**config.mk**
```make
export PLATFORM = sky130hd
export DESIGN_NAME = periodic_task_budget_tracker
export DESIGN_NICKNAME = d
export VERILOG_FILES = /design/src/hdl/ptbt_pkg.sv /design/src/hdl/ptbt_cell.sv /design/src/hdl/ptbt_upd.sv /design/src/hdl/periodic_task_budget_tracker.sv
export SDC_FILE = /design/constraint.sdc
export NUM_CORES = 2
export LEC_CHECK = 0
export BUFFER_PORTS_ARGS = -buffer_cell sky130_fd_sc_hd__buf_2
export CAP_MARGIN = 25
export CORE_ASPECT_RATIO = 1.4
export CORE_MARGIN = 2
export CORE_UTILIZATION = 62
export CTS_CLUSTER_SIZE = 25
export DETAILED_ROUTE_END_ITERATION = 8
export GPL_ROUTABILITY_DRIVEN = 0
export PLACE_DENSITY = 0.91
export SLEW_MARGIN = 15
export SYNTH_ARGS = -nofsm -noshare
export SYNTH_HDL_FRONTEND = slang
export SYNTH_HIERARCHICAL = 1
export SYNTH_SLANG_ARGS = --single-unit
```
**constraint.sdc**
```tcl
create_clock -name i_clk -period 42.4 [get_ports i_clk]
set_input_delay 4.24 -clock i_clk [delete_from_list [all_inputs] [get_ports i_clk]]
set_output_delay 4.24 -clock i_clk [all_outputs]
set_load 0.05 [all_outputs]
```
**src/hdl/ptbt_pkg.sv**
```systemverilog
// ----------------------------------------------------------------------------
// ptbt_pkg: shared types and constants of the periodic task budget tracker
// Slot record, operation and status codes, register indexes, control state.
// ----------------------------------------------------------------------------
package ptbt_pkg;

    // Default table size
    localparam int MAX_SLOTS_DEF = 16;

    // Field widths
    localparam int CNT_W   = 32;
    localparam int OP_W    = 2;
    localparam int IDX_W   = 4;
    localparam int STAT_W  = 2;
    localparam int CFG_DW  = 5;
    localparam int CFG_IW  = 1;
    // Common width for slot position compares (covers up to 128 slots)
    localparam int CMP_W   = 7;

    // Operation codes
    localparam logic [OP_W-1:0] OP_TICK = 2'd0;
    localparam logic [OP_W-1:0] OP_LOAD = 2'd1;
    localparam logic [OP_W-1:0] OP_SET  = 2'd2;
    localparam logic [OP_W-1:0] OP_READ = 2'd3;

    // Slot status codes
    localparam logic [STAT_W-1:0] ST_RUNNABLE = 2'd0;
    localparam logic [STAT_W-1:0] ST_RUNNING  = 2'd1;
    localparam logic [STAT_W-1:0] ST_WAITING  = 2'd2;

    // Configuration register indexes
    localparam logic [CFG_IW-1:0] CFG_SCHED_ON = 1'd0;
    localparam logic [CFG_IW-1:0] CFG_ACTIVE   = 1'd1;

    // One table slot
    typedef struct packed {
        logic              valid;
        logic [STAT_W-1:0] status;
        logic [CNT_W-1:0]  used;
        logic [CNT_W-1:0]  elapsed;
        logic [CNT_W-1:0]  run_total;
        logic [CNT_W-1:0]  period;
        logic [CNT_W-1:0]  budget;
    } t_slot;

    // Operation in flight, handed to the slot update unit
    typedef struct packed {
        logic [OP_W-1:0]   op;
        logic              visit;
        logic              hit;
        logic              enable;
        logic [CNT_W-1:0]  period;
        logic [CNT_W-1:0]  budget;
        logic [STAT_W-1:0] new_status;
    } t_upd_ctl;

    // Control sequencer states
    typedef enum logic [1:0] {
        S_IDLE,
        S_RUN,
        S_HOLD
    } t_fsm;

endpackage

```
**src/hdl/ptbt_cell.sv**
```systemverilog
// ----------------------------------------------------------------------------
// ptbt_cell: one slot register of the rotating slot ring
// Holds one slot record and takes its neighbor's record when the ring shifts.
// ----------------------------------------------------------------------------
module ptbt_cell (
    input  logic           i_clk,
    input  logic           i_rst_n,
    input  logic           i_shift,
    input  ptbt_pkg::t_slot i_slot,
    output ptbt_pkg::t_slot o_slot
);
    import ptbt_pkg::*;

    t_slot r_slot;

    // Status and counters clear on reset; period and budget are written
    // by a load before use, so they follow the ring without a reset
    always_ff @(posedge i_clk) begin
        if (!i_rst_n) begin
            r_slot.valid     <= 1'b0;
            r_slot.status    <= ST_RUNNABLE;
            r_slot.used      <= '0;
            r_slot.elapsed   <= '0;
            r_slot.run_total <= '0;
        end else if (i_shift) begin
            r_slot.valid     <= i_slot.valid;
            r_slot.status    <= i_slot.status;
            r_slot.used      <= i_slot.used;
            r_slot.elapsed   <= i_slot.elapsed;
            r_slot.run_total <= i_slot.run_total;
        end
        if (i_shift) begin
            r_slot.period <= i_slot.period;
            r_slot.budget <= i_slot.budget;
        end
    end

    assign o_slot = r_slot;

endmodule

```
**src/hdl/ptbt_upd.sv**
```systemverilog
// ----------------------------------------------------------------------------
// ptbt_upd: slot update unit at the wrap point of the ring
// Applies a tick visit, a load or a status write to the slot passing by.
// ----------------------------------------------------------------------------
module ptbt_upd (
    input  ptbt_pkg::t_slot    i_slot,
    input  ptbt_pkg::t_upd_ctl i_ctl,
    output ptbt_pkg::t_slot    o_slot
);
    import ptbt_pkg::*;

    logic [CNT_W-1:0] w_el_inc;
    logic [CNT_W-1:0] w_used_inc;
    logic [CNT_W-1:0] w_rt_inc;
    logic             w_running;
    logic             w_waiting;

    assign w_running  = (i_slot.status == ST_RUNNING);
    assign w_waiting  = (i_slot.status == ST_WAITING);
    assign w_el_inc   = i_slot.elapsed + 1'b1;
    assign w_used_inc = w_running ? i_slot.used + 1'b1 : i_slot.used;
    assign w_rt_inc   = w_running ? i_slot.run_total + 1'b1 : i_slot.run_total;

    always_comb begin
        o_slot = i_slot;
        case (i_ctl.op)
            OP_TICK: begin
                // Per-tick visit of an enabled slot
                if (i_ctl.visit && i_slot.valid) begin
                    o_slot.elapsed   = w_el_inc;
                    o_slot.used      = w_used_inc;
                    o_slot.run_total = w_rt_inc;
                    if (w_waiting && (w_el_inc >= i_slot.period)) begin
                        // period over: runnable again, fresh period
                        o_slot.status  = ST_RUNNABLE;
                        o_slot.used    = '0;
                        o_slot.elapsed = '0;
                    end
                    if (w_running && (w_used_inc == i_slot.budget)) begin
                        o_slot.status = ST_WAITING;
                    end
                end
            end
            OP_LOAD: begin
                if (i_ctl.hit) begin
                    o_slot.valid     = i_ctl.enable;
                    o_slot.period    = i_ctl.period;
                    o_slot.budget    = i_ctl.budget;
                    o_slot.status    = ST_RUNNABLE;
                    o_slot.used      = '0;
                    o_slot.elapsed   = '0;
                    o_slot.run_total = '0;
                end
            end
            OP_SET: begin
                // status code three is ignored
                if (i_ctl.hit && (i_ctl.new_status <= ST_WAITING)) begin
                    o_slot.status = i_ctl.new_status;
                end
            end
            default: begin
                o_slot = i_slot;
            end
        endcase
    end

endmodule

```
**src/hdl/periodic_task_budget_tracker.sv**
```systemverilog
// ----------------------------------------------------------------------------
// periodic_task_budget_tracker: periodic thread slot table with budgets
// Slots live in a ring of cells that rotates once per item through an
// update unit, so every slot is visited, loaded, set or read in turn.
// ----------------------------------------------------------------------------
//  channel  | direction | handshake             | payload
//  ---------+-----------+-----------------------+------------------------------
//  in       | in        | i_in_valid/o_in_stall | operation, slot fields
//  out      | out       | o_out_valid/i_out_stall | tick total, switch, read
//  cfg      | in        | i_cfg_valid/o_cfg_ready | i_cfg_index, i_cfg_data
//
//  Each item passes from its transfer through one full ring rotation
//  through the single update unit, then its result is handed to the
//  output register. The input stalls until that hand-off is done, so
//  a new item is not taken before the last one is through the ring.
//  The next item is taken while a finished result waits in the output register.
//  Synchronous active-low reset clears the table status and counters at once.
//  Configuration writes are always taken (o_cfg_ready is held high).
// ----------------------------------------------------------------------------
module periodic_task_budget_tracker #(
    parameter int MAX_SLOTS = ptbt_pkg::MAX_SLOTS_DEF
) (
    input  logic                           i_clk,
    input  logic                           i_rst_n,
    // input item channel
    input  logic                           i_in_valid,
    output logic                           o_in_stall,
    input  logic [ptbt_pkg::OP_W-1:0]      i_operation,
    input  logic [ptbt_pkg::IDX_W-1:0]     i_slot_index,
    input  logic                           i_slot_enable,
    input  logic [ptbt_pkg::CNT_W-1:0]     i_period_ticks,
    input  logic [ptbt_pkg::CNT_W-1:0]     i_budget_ticks,
    input  logic [ptbt_pkg::STAT_W-1:0]    i_new_status,
    // result channel
    output logic                           o_out_valid,
    input  logic                           i_out_stall,
    output logic [ptbt_pkg::CNT_W-1:0]     o_tick_total,
    output logic                           o_switch_request,
    output logic [ptbt_pkg::STAT_W-1:0]    o_slot_status,
    output logic                           o_slot_enabled,
    output logic [ptbt_pkg::CNT_W-1:0]     o_slot_used,
    output logic [ptbt_pkg::CNT_W-1:0]     o_slot_elapsed,
    output logic [ptbt_pkg::CNT_W-1:0]     o_slot_running_time,
    // configuration write channel
    input  logic                           i_cfg_valid,
    output logic                           o_cfg_ready,
    input  logic [ptbt_pkg::CFG_IW-1:0]    i_cfg_index,
    input  logic [ptbt_pkg::CFG_DW-1:0]    i_cfg_data
);
    import ptbt_pkg::*;

    localparam int POS_W = (MAX_SLOTS > 1) ? $clog2(MAX_SLOTS) : 1;

    // Configuration registers
    logic              r_sched_on;
    logic [CFG_DW-1:0] r_active;

    // Control
    t_fsm              r_state;
    t_fsm              n_state;
    logic [POS_W-1:0]  r_pos;
    logic              w_in_xfer;
    logic              w_out_free;
    logic              w_shift;
    logic              w_load_out;

    // Latched item
    logic [OP_W-1:0]   r_op;
    logic [IDX_W-1:0]  r_idx;
    logic              r_en;
    logic [CNT_W-1:0]  r_period;
    logic [CNT_W-1:0]  r_budget;
    logic [STAT_W-1:0] r_new_status;

    // Global tick count and pending result
    logic [CNT_W-1:0]  r_tick;
    logic              r_res_sw;
    logic [STAT_W-1:0] r_res_status;
    logic              r_res_en;
    logic [CNT_W-1:0]  r_res_used;
    logic [CNT_W-1:0]  r_res_elapsed;
    logic [CNT_W-1:0]  r_res_rt;

    // Output register
    logic              r_out_valid;
    logic [CNT_W-1:0]  r_out_tick;
    logic              r_out_sw;
    logic [STAT_W-1:0] r_out_status;
    logic              r_out_en;
    logic [CNT_W-1:0]  r_out_used;
    logic [CNT_W-1:0]  r_out_elapsed;
    logic [CNT_W-1:0]  r_out_rt;

    // Ring
    t_slot             w_cell_q [MAX_SLOTS];
    t_slot             w_tail;
    t_slot             w_upd;
    t_upd_ctl          w_ctl;
    logic              w_hit;

    assign w_in_xfer  = i_in_valid && !o_in_stall;
    assign w_out_free = !r_out_valid || !i_out_stall;
    assign o_cfg_ready = 1'b1;

    // Configuration writes
    always_ff @(posedge i_clk) begin
        if (!i_rst_n) begin
            r_sched_on <= 1'b0;
            r_active   <= CFG_DW'(16);
        end else if (i_cfg_valid && o_cfg_ready) begin
            case (i_cfg_index)
                CFG_SCHED_ON: r_sched_on <= i_cfg_data[0];
                CFG_ACTIVE:   r_active   <= i_cfg_data;
                default:      r_active   <= r_active;
            endcase
        end
    end

    // Next state
    always_comb begin
        n_state = r_state;
        case (r_state)
            S_IDLE: begin
                if (i_in_valid) n_state = S_RUN;
            end
            S_RUN: begin
                if (r_pos == '0) n_state = S_HOLD;
            end
            S_HOLD: begin
                if (w_out_free) n_state = S_IDLE;
            end
            default: n_state = S_IDLE;
        endcase
    end

    // State outputs
    always_comb begin
        o_in_stall = 1'b1;
        w_shift    = 1'b0;
        w_load_out = 1'b0;
        case (r_state)
            S_IDLE: o_in_stall = 1'b0;
            S_RUN:  w_shift    = 1'b1;
            S_HOLD: w_load_out = w_out_free;
            default: o_in_stall = 1'b1;
        endcase
    end

    always_ff @(posedge i_clk) begin
        if (!i_rst_n) begin
            r_state <= S_IDLE;
        end else begin
            r_state <= n_state;
        end
    end

    // Ring position: slot index now leaving the last cell
    always_ff @(posedge i_clk) begin
        if (!i_rst_n) begin
            r_pos <= '0;
        end else if (w_in_xfer) begin
            r_pos <= POS_W'(MAX_SLOTS - 1);
        end else if (w_shift) begin
            r_pos <= r_pos - 1'b1;
        end
    end

    // Item latch
    always_ff @(posedge i_clk) begin
        if (w_in_xfer) begin
            r_op         <= i_operation;
            r_idx        <= i_slot_index;
            r_en         <= i_slot_enable;
            r_period     <= i_period_ticks;
            r_budget     <= i_budget_ticks;
            r_new_status <= i_new_status;
        end
    end

    // Global tick count
    always_ff @(posedge i_clk) begin
        if (!i_rst_n) begin
            r_tick <= '0;
        end else if (w_in_xfer && (i_operation == OP_TICK)) begin
            r_tick <= r_tick + 1'b1;
        end
    end

    // Update unit control for the slot at the wrap point
    assign w_hit = (CMP_W'(r_pos) == CMP_W'(r_idx));
    assign w_tail = w_cell_q[MAX_SLOTS-1];

    always_comb begin
        w_ctl.op         = r_op;
        w_ctl.visit      = r_sched_on && (CMP_W'(r_pos) < CMP_W'(r_active));
        w_ctl.hit        = w_hit;
        w_ctl.enable     = r_en;
        w_ctl.period     = r_period;
        w_ctl.budget     = r_budget;
        w_ctl.new_status = r_new_status;
    end

    ptbt_upd u_upd (
        .i_slot (w_tail),
        .i_ctl  (w_ctl),
        .o_slot (w_upd)
    );

    // Cell row: cell 0 takes the updated slot, others take their neighbor
    for (genvar k = 0; k < MAX_SLOTS; k++) begin : g_cell
        if (k == 0) begin : g_head
            ptbt_cell u_cell (
                .i_clk   (i_clk),
                .i_rst_n (i_rst_n),
                .i_shift (w_shift),
                .i_slot  (w_upd),
                .o_slot  (w_cell_q[k])
            );
        end else begin : g_body
            ptbt_cell u_cell (
                .i_clk   (i_clk),
                .i_rst_n (i_rst_n),
                .i_shift (w_shift),
                .i_slot  (w_cell_q[k-1]),
                .o_slot  (w_cell_q[k])
            );
        end
    end

    // Pending result: read fields zero unless a read finds its slot
    always_ff @(posedge i_clk) begin
        if (w_in_xfer) begin
            r_res_sw      <= (i_operation == OP_TICK) && r_sched_on;
            r_res_status  <= ST_RUNNABLE;
            r_res_en      <= 1'b0;
            r_res_used    <= '0;
            r_res_elapsed <= '0;
            r_res_rt      <= '0;
        end else if (w_shift && (r_op == OP_READ) && w_hit) begin
            r_res_status  <= w_tail.status;
            r_res_en      <= w_tail.valid;
            r_res_used    <= w_tail.used;
            r_res_elapsed <= w_tail.elapsed;
            r_res_rt      <= w_tail.run_total;
        end
    end

    // Output register
    always_ff @(posedge i_clk) begin
        if (!i_rst_n) begin
            r_out_valid <= 1'b0;
        end else if (w_load_out) begin
            r_out_valid <= 1'b1;
        end else if (!i_out_stall) begin
            r_out_valid <= 1'b0;
        end
    end

    always_ff @(posedge i_clk) begin
        if (w_load_out) begin
            r_out_tick    <= r_tick;
            r_out_sw      <= r_res_sw;
            r_out_status  <= r_res_status;
            r_out_en      <= r_res_en;
            r_out_used    <= r_res_used;
            r_out_elapsed <= r_res_elapsed;
            r_out_rt      <= r_res_rt;
        end
    end

    assign o_out_valid         = r_out_valid;
    assign o_tick_total        = r_out_tick;
    assign o_switch_request    = r_out_sw;
    assign o_slot_status       = r_out_status;
    assign o_slot_enabled      = r_out_en;
    assign o_slot_used         = r_out_used;
    assign o_slot_elapsed      = r_out_elapsed;
    assign o_slot_running_time = r_out_rt;

    // Checks
    a_run_stalls: assert property (@(posedge i_clk) disable iff (!i_rst_n)
        (r_state == S_RUN) |-> o_in_stall)
        else $error("input taken during ring rotation");

    a_xfer_starts: assert property (@(posedge i_clk) disable iff (!i_rst_n)
        w_in_xfer |=> (r_state == S_RUN) && (r_pos == POS_W'(MAX_SLOTS - 1)))
        else $error("transfer did not start a full rotation");

    a_rot_ends: assert property (@(posedge i_clk) disable iff (!i_rst_n)
        (r_state == S_RUN) && (r_pos == '0) |=> (r_state == S_HOLD))
        else $error("rotation did not end after last slot");

    a_tick_no_read: assert property (@(posedge i_clk) disable iff (!i_rst_n)
        o_out_valid && o_switch_request |->
            (o_slot_used == '0) && (o_slot_elapsed == '0) && !o_slot_enabled)
        else $error("tick result carries read data");

endmodule

```
## After elaboration in Yosys (flattened, before gate mapping)

Cells that the tools add are included.

| operators by class | value |
|---|---|
| add/sub/neg operators | 5 |
| order comparisons | 3 |
| equal/unequal tests | 13 |
| multiplexer cells | 22 |
| bitwise operators | 1 |
| reduce and logical (&&, ||, !) cells | 21 |

Operators with widths:

| cell | count |
|---|---|
| $pmux W96 S2 | 1 |
| $mux W163 | 1 |
| $add A32 B1 Y32 const B | 4 |
| $mux W98 | 1 |
| $mux W66 | 1 |
| $mux W32 | 2 |
| $mux W64 | 1 |
| $eq A32 B32 Y1 | 1 |
| $ge A32 B32 Y1 | 1 |
| $pmux W2 S3 | 2 |
| $logic_and A1 B1 Y1 | 10 |
| $mux W2 | 5 |
| $eq A2 B2 Y1 const B | 4 |
| $mux W4 | 2 |
| $eq A2 B1 Y1 const B | 3 |
| $logic_not A2 Y1 | 3 |
| $mux W1 | 6 |
| $ne A2 B2 Y1 const B | 3 |
| $lt A4 B5 Y1 | 1 |
| $eq A4 B4 Y1 | 1 |
| $logic_not A4 Y1 | 1 |
| $reduce_and A2 Y1 | 2 |
| $sub A4 B1 Y4 const B | 1 |
| $reduce_and A3 Y1 | 1 |
| 6 further kinds | 7 |

| word-level totals | value |
|---|---|
| register bits after elaboration | 2,958 |

## Depth between registers and ports, before layout

| logic depth | value |
|---|---|
| depth in word-level cells | 7 |
| mapped depth | 19 |
| gate-level depth less buffers | 18 |

## By module

Netlist, hierarchy kept.

By module, submodules not included:

| module | times used | cells an instance | area each (um^2) | sequential area each (um^2) |
|---|---|---|---|---|
| ptbt_cell | 16 | 383 | 5,651.7 | 3,903.7 |
| periodic_task_budget_tracker | 1 | 890 | 11,702.5 | 9,068.7 |
| ptbt_upd | 1 | 921 | 5,365.1 | 0.0 |

## Least setup slack after synthesis

No wires, ideal clock.

| timing | value |
|---|---|
| path type | reg-to-reg |
| start point | reg r_state[1] |
| end point | reg r_res_status[0] |
| library setup time | 0.268 ns |
| arrival | 35.610 ns |
| path slack | 6.522 ns |
| stages on the path, launching flop included | 8 |
| buffers on the path | 3 |
| cell sequence | dfxtp_1 and2b_1 clkbuf_1 nand4_1 buf_2 buf_2 nand2_1 a21oi_1 |

| between the ends | value |
|---|---|
| word-level cells in the longest chain between the ends | 4 |
| elaborated cells between the ends (all ways) | 6 |
| those cells by class | eq/ne: 1; mux: 1; reduce/logical: 4 |

Ends and longest elaborated chain:

| what | RTL line | source |
|---|---|---|
| start, declared | periodic_task_budget_tracker.sv:59 | `t_fsm r_state;` |
| start signal, assigned | periodic_task_budget_tracker.sv:153 | `r_state <= n_state;` |
| $eq A2 B1 Y1 | periodic_task_budget_tracker.sv:141 | `case (r_state)` |
| $mux W1 | periodic_task_budget_tracker.sv:141 |  |
| named net w_shift | periodic_task_budget_tracker.sv:64 | `logic w_shift;` |
| $logic_and A1 B1 Y1 (2 in series) | periodic_task_budget_tracker.sv:239 | `end else if (w_shift && (r_op == OP_READ) && w_hit) begin` |
| end signal, assigned | periodic_task_budget_tracker.sv:240 | `r_res_status <= w_tail.status;` |
| end, declared | periodic_task_budget_tracker.sv:78 | `logic [STAT_W-1:0] r_res_status;` |

The timed path passes the listed nets, and every way through them passes these cells.
A chain may end at the register's enable or synchronous reset.

==> out/results.ini <==
[routing]
via_per_inst = 5.897
dr.first_iter.drc_count = 7006
first_pass_iters = 7
vias = 62100
routed_wl_um = 245100
postRouteAntennaNets = 0
drc_errors = 0
wl_per_cell_um = 23.27

[synthesis]
seq_area_frac_synth_pct = 66.54
async_reset_ff_share_pct = 0
ys_ff_latch = 2958
ys.flop_type = dfxtp_1
synth_area_um2 = 107500
syn_nets = 8063
synth_cells = 7939
yosys_warnings = 6
synth-edff-count = 1230
syn_avg_cell_area_um2 = 13.54
ys_types = 74

[floorplan]
num_rows = 180
die_w_um = 355.9
die_y_um = 496.7
start_util_pct = 62.47
boundaryPins = 219
core_um2 = 172100
dieArea_um2 = 176800

[critical_path]
criticalPathCategory = reg2reg
arrival_ns = 9.36
worstPathRequired_ns = 43.14
critical_path.startpoint_type = flop
worstPathMaxFanout = 31
worst_setup_path_end_kind = flop

[power]
pwr-share-comb_pct = 5.3
p_int_w = 0.004567
switchingPower_w = 0.001301
ir_drop_mv = 0.04797
leakagePower_nw = 40.30
power.share.sequential_pct = 53.3
power_density_nw_per_um2 = 49.59
p_clk_share_pct = 41.4
switching_share_pct = 22.18

[grt]
antenna_found_initial = 10
grt_pass1_wl_um = 366600
grt_max_degree = 224
grt_pass1_vias = 62360
grt_use_total_pct = 26.84
grt_overflow = 0

[placement]
dp.cells = 10040
dp_hpwl_um = 129900
io_buffers = 217
place_ws_ns = 34.37

[sta]
max_freq_ghz = 0.1160
clock_skew_ns = 0.07320
setup_viol = 0
final_max_slew_viol_count = 0
finalHoldViolations = 0
tightest_slew_ns = 1.221
fin_ws_ns = 33.78
rsz0062_at_grt = false
fin_crit_ns = 8.624
slew_headroom_pct = 18.57
period_share_pct = 20.34
tns_ns = 0

[cts]
cts_setup_buffers = 0
clk_pin_slew_ns = 0.07
htreeDepth = 5
cts_tree = done
cts_num_sinks = 2958
cts-hold-fix-buffers = 0
cts_root_buf = clkbuf_16
clockBufferDepth = 4
post_cts_resized = 0
numCtsBuffers = 275
clk_latency_ns = 0.94

[layout]
fin_nets = 8179
area_growth_pct = 10.09
mostFrequentLayoutCells = dfxtp_1 (1728), mux2i_1 (1594), nor2b_1 (1590)
stdcell_count = 10530
fin_util_pct = 68.78
layout-drive-gt1-share_pct = 8.413
final_common_cell = dfxtp_1

[worst_hold_path]
hp-class = reg2reg

[flow_run]
cap_violations = 0

[outcome]
status = finished, final reports clean

[cell usage after synthesis (all sizes together) (14+ instances only)]
cell,number,area share [%]
a21oi,155,0.72
o21ai,103,0.48
a22o,29,0.24
nand3,85,0.40
ha,40,0.47
xor2,54,0.44
mux2i,1594,15
or3,16,0.093
and3,23,0.13
nor2,63,0.22
xnor2,51,0.42
nand2,447,1.6
buf,232,1.7
nand4,41,0.24
and2,14,0.081
dfxtp,1728,32
edfxtp,1230,34
nor2b,1590,9.3
inv,53,0.19
nor3,23,0.13
clkbuf,217,0.76
[worst max-delay path: stages, from the launching register on]
cell,delay (ns)
dfxtp_1,0.55
and3_1,0.31
nand3_1,0.34
nor2_1,0.60
nand3_1,0.65
nor3_1,0.62
nand3_1,0.16
xnor2_1,0.61
ha_1,0.41
and4_1,0.28
a221o_1,0.35
o21ai_1,0.19
o2111ai_1,0.17
a22o_1,0.57
a21oi_4,0.76
buf_4,0.66
a22o_1,0.35
mux2i_1,0.23
nor2b_1,0.56
[final timing paths]
path / end / depth (start not counted) / startpoint / slack [ns]
worst min-delay path: g_cell[9].g_body.u_cell/o_slot[29] / 0 / g_cell[8].g_body.u_cell/o_slot[29] / 0.41
worst max register to register: g_cell[0].g_head.u_cell/o_slot[123] / 18 / g_cell[15].g_body.u_cell/o_slot[98] / 33.78
worst max-delay path: g_cell[0].g_head.u_cell/o_slot[123] / 18 / g_cell[15].g_body.u_cell/o_slot[98] / 33.78
worst min register to register: g_cell[9].g_body.u_cell/o_slot[29] / 0 / g_cell[8].g_body.u_cell/o_slot[29] / 0.41
[power groups by stage]
stage	Clock (W)	Combinational, W	Sequential (W)
floorplan	0	0.000255	0.00330
finish	0.00243	0.000311	0.00313
global placement	0	0.000290	0.00317
detailed placement	0	0.000298	0.00318
global route	0.00256	0.000325	0.00313
CTS	0.00245	0.000303	0.00312
[sequential cells by signal, indices dropped and copies added, names as in the netlist, 4 cells and up]
signal	cells
g_cell.g_body.u_cell/o_slot	2445
g_cell.g_head.u_cell/o_slot	163
o_slot_elapsed	32
o_slot_running_time	32
o_slot_used	32
o_tick_total	32
r_budget	32
r_period	32
r_res_elapsed	32
r_res_rt	32
r_res_used	32
r_tick	32
r_active	5
r_idx	4
r_pos	4
[kinds of logic (layout without fill, tap and decap cells)]
kind of cell	after synthesis	in the layout	share of synthesized area, %
xor+xnor	105	105	0.8555
mux	1595	1595	14.85
flops	2958	2958	66.54
compound gates	375	375	2.085
other cells	1	9	0.003489
simple gates	2362	2362	12.57
fa+ha+maj	40	40	0.4656
buf+inv	503	813	2.626
[layer usage]
metal / GRT usage, % / vias up / share of wire, %
li1: - / 27750 / -
met1: 33.16 / 30310 / 39
met2: 44.15 / 3182 / 48
met3: 5.346 / 853 / 7.7
met4: 15.30 / 6 / 5.8
met5: 0 / - / 0.017
[through the flow]
step / hold WS [ns] / area (um^2) / total power (W)
5_1_grt: 0.4080 / 118300 / 0.006013
3_3_place_gp: 0.4001 / 109400 / 0.003459
4_1_cts: 0.4067 / 118100 / 0.005880
3_5_place_dp: 0.4045 / 109500 / 0.003477
2_1_floorplan: 0.4003 / 107500 / 0.003552
6_report: 0.4091 / 118300 / 0.005869
[cell type report]
| class | instances | area, um^2 |
|---|---|---|
| Sequential cell | 2958 | 71530 |
| Clock buffer | 374 | 7684 |
| Clock inverter | 97 | 915.9 |
| Inverter | 54 | 207.7 |
| Multi-Input combinational cell | 4478 | 33190 |
| Tap cell | 2275 | 2846 |
| Fill cell | 10370 | 53720 |
| Antenna cell | 8 | 20.02 |
| Timing Repair Buffer | 288 | 1947 |
Power figures use the tool's default switching activity.
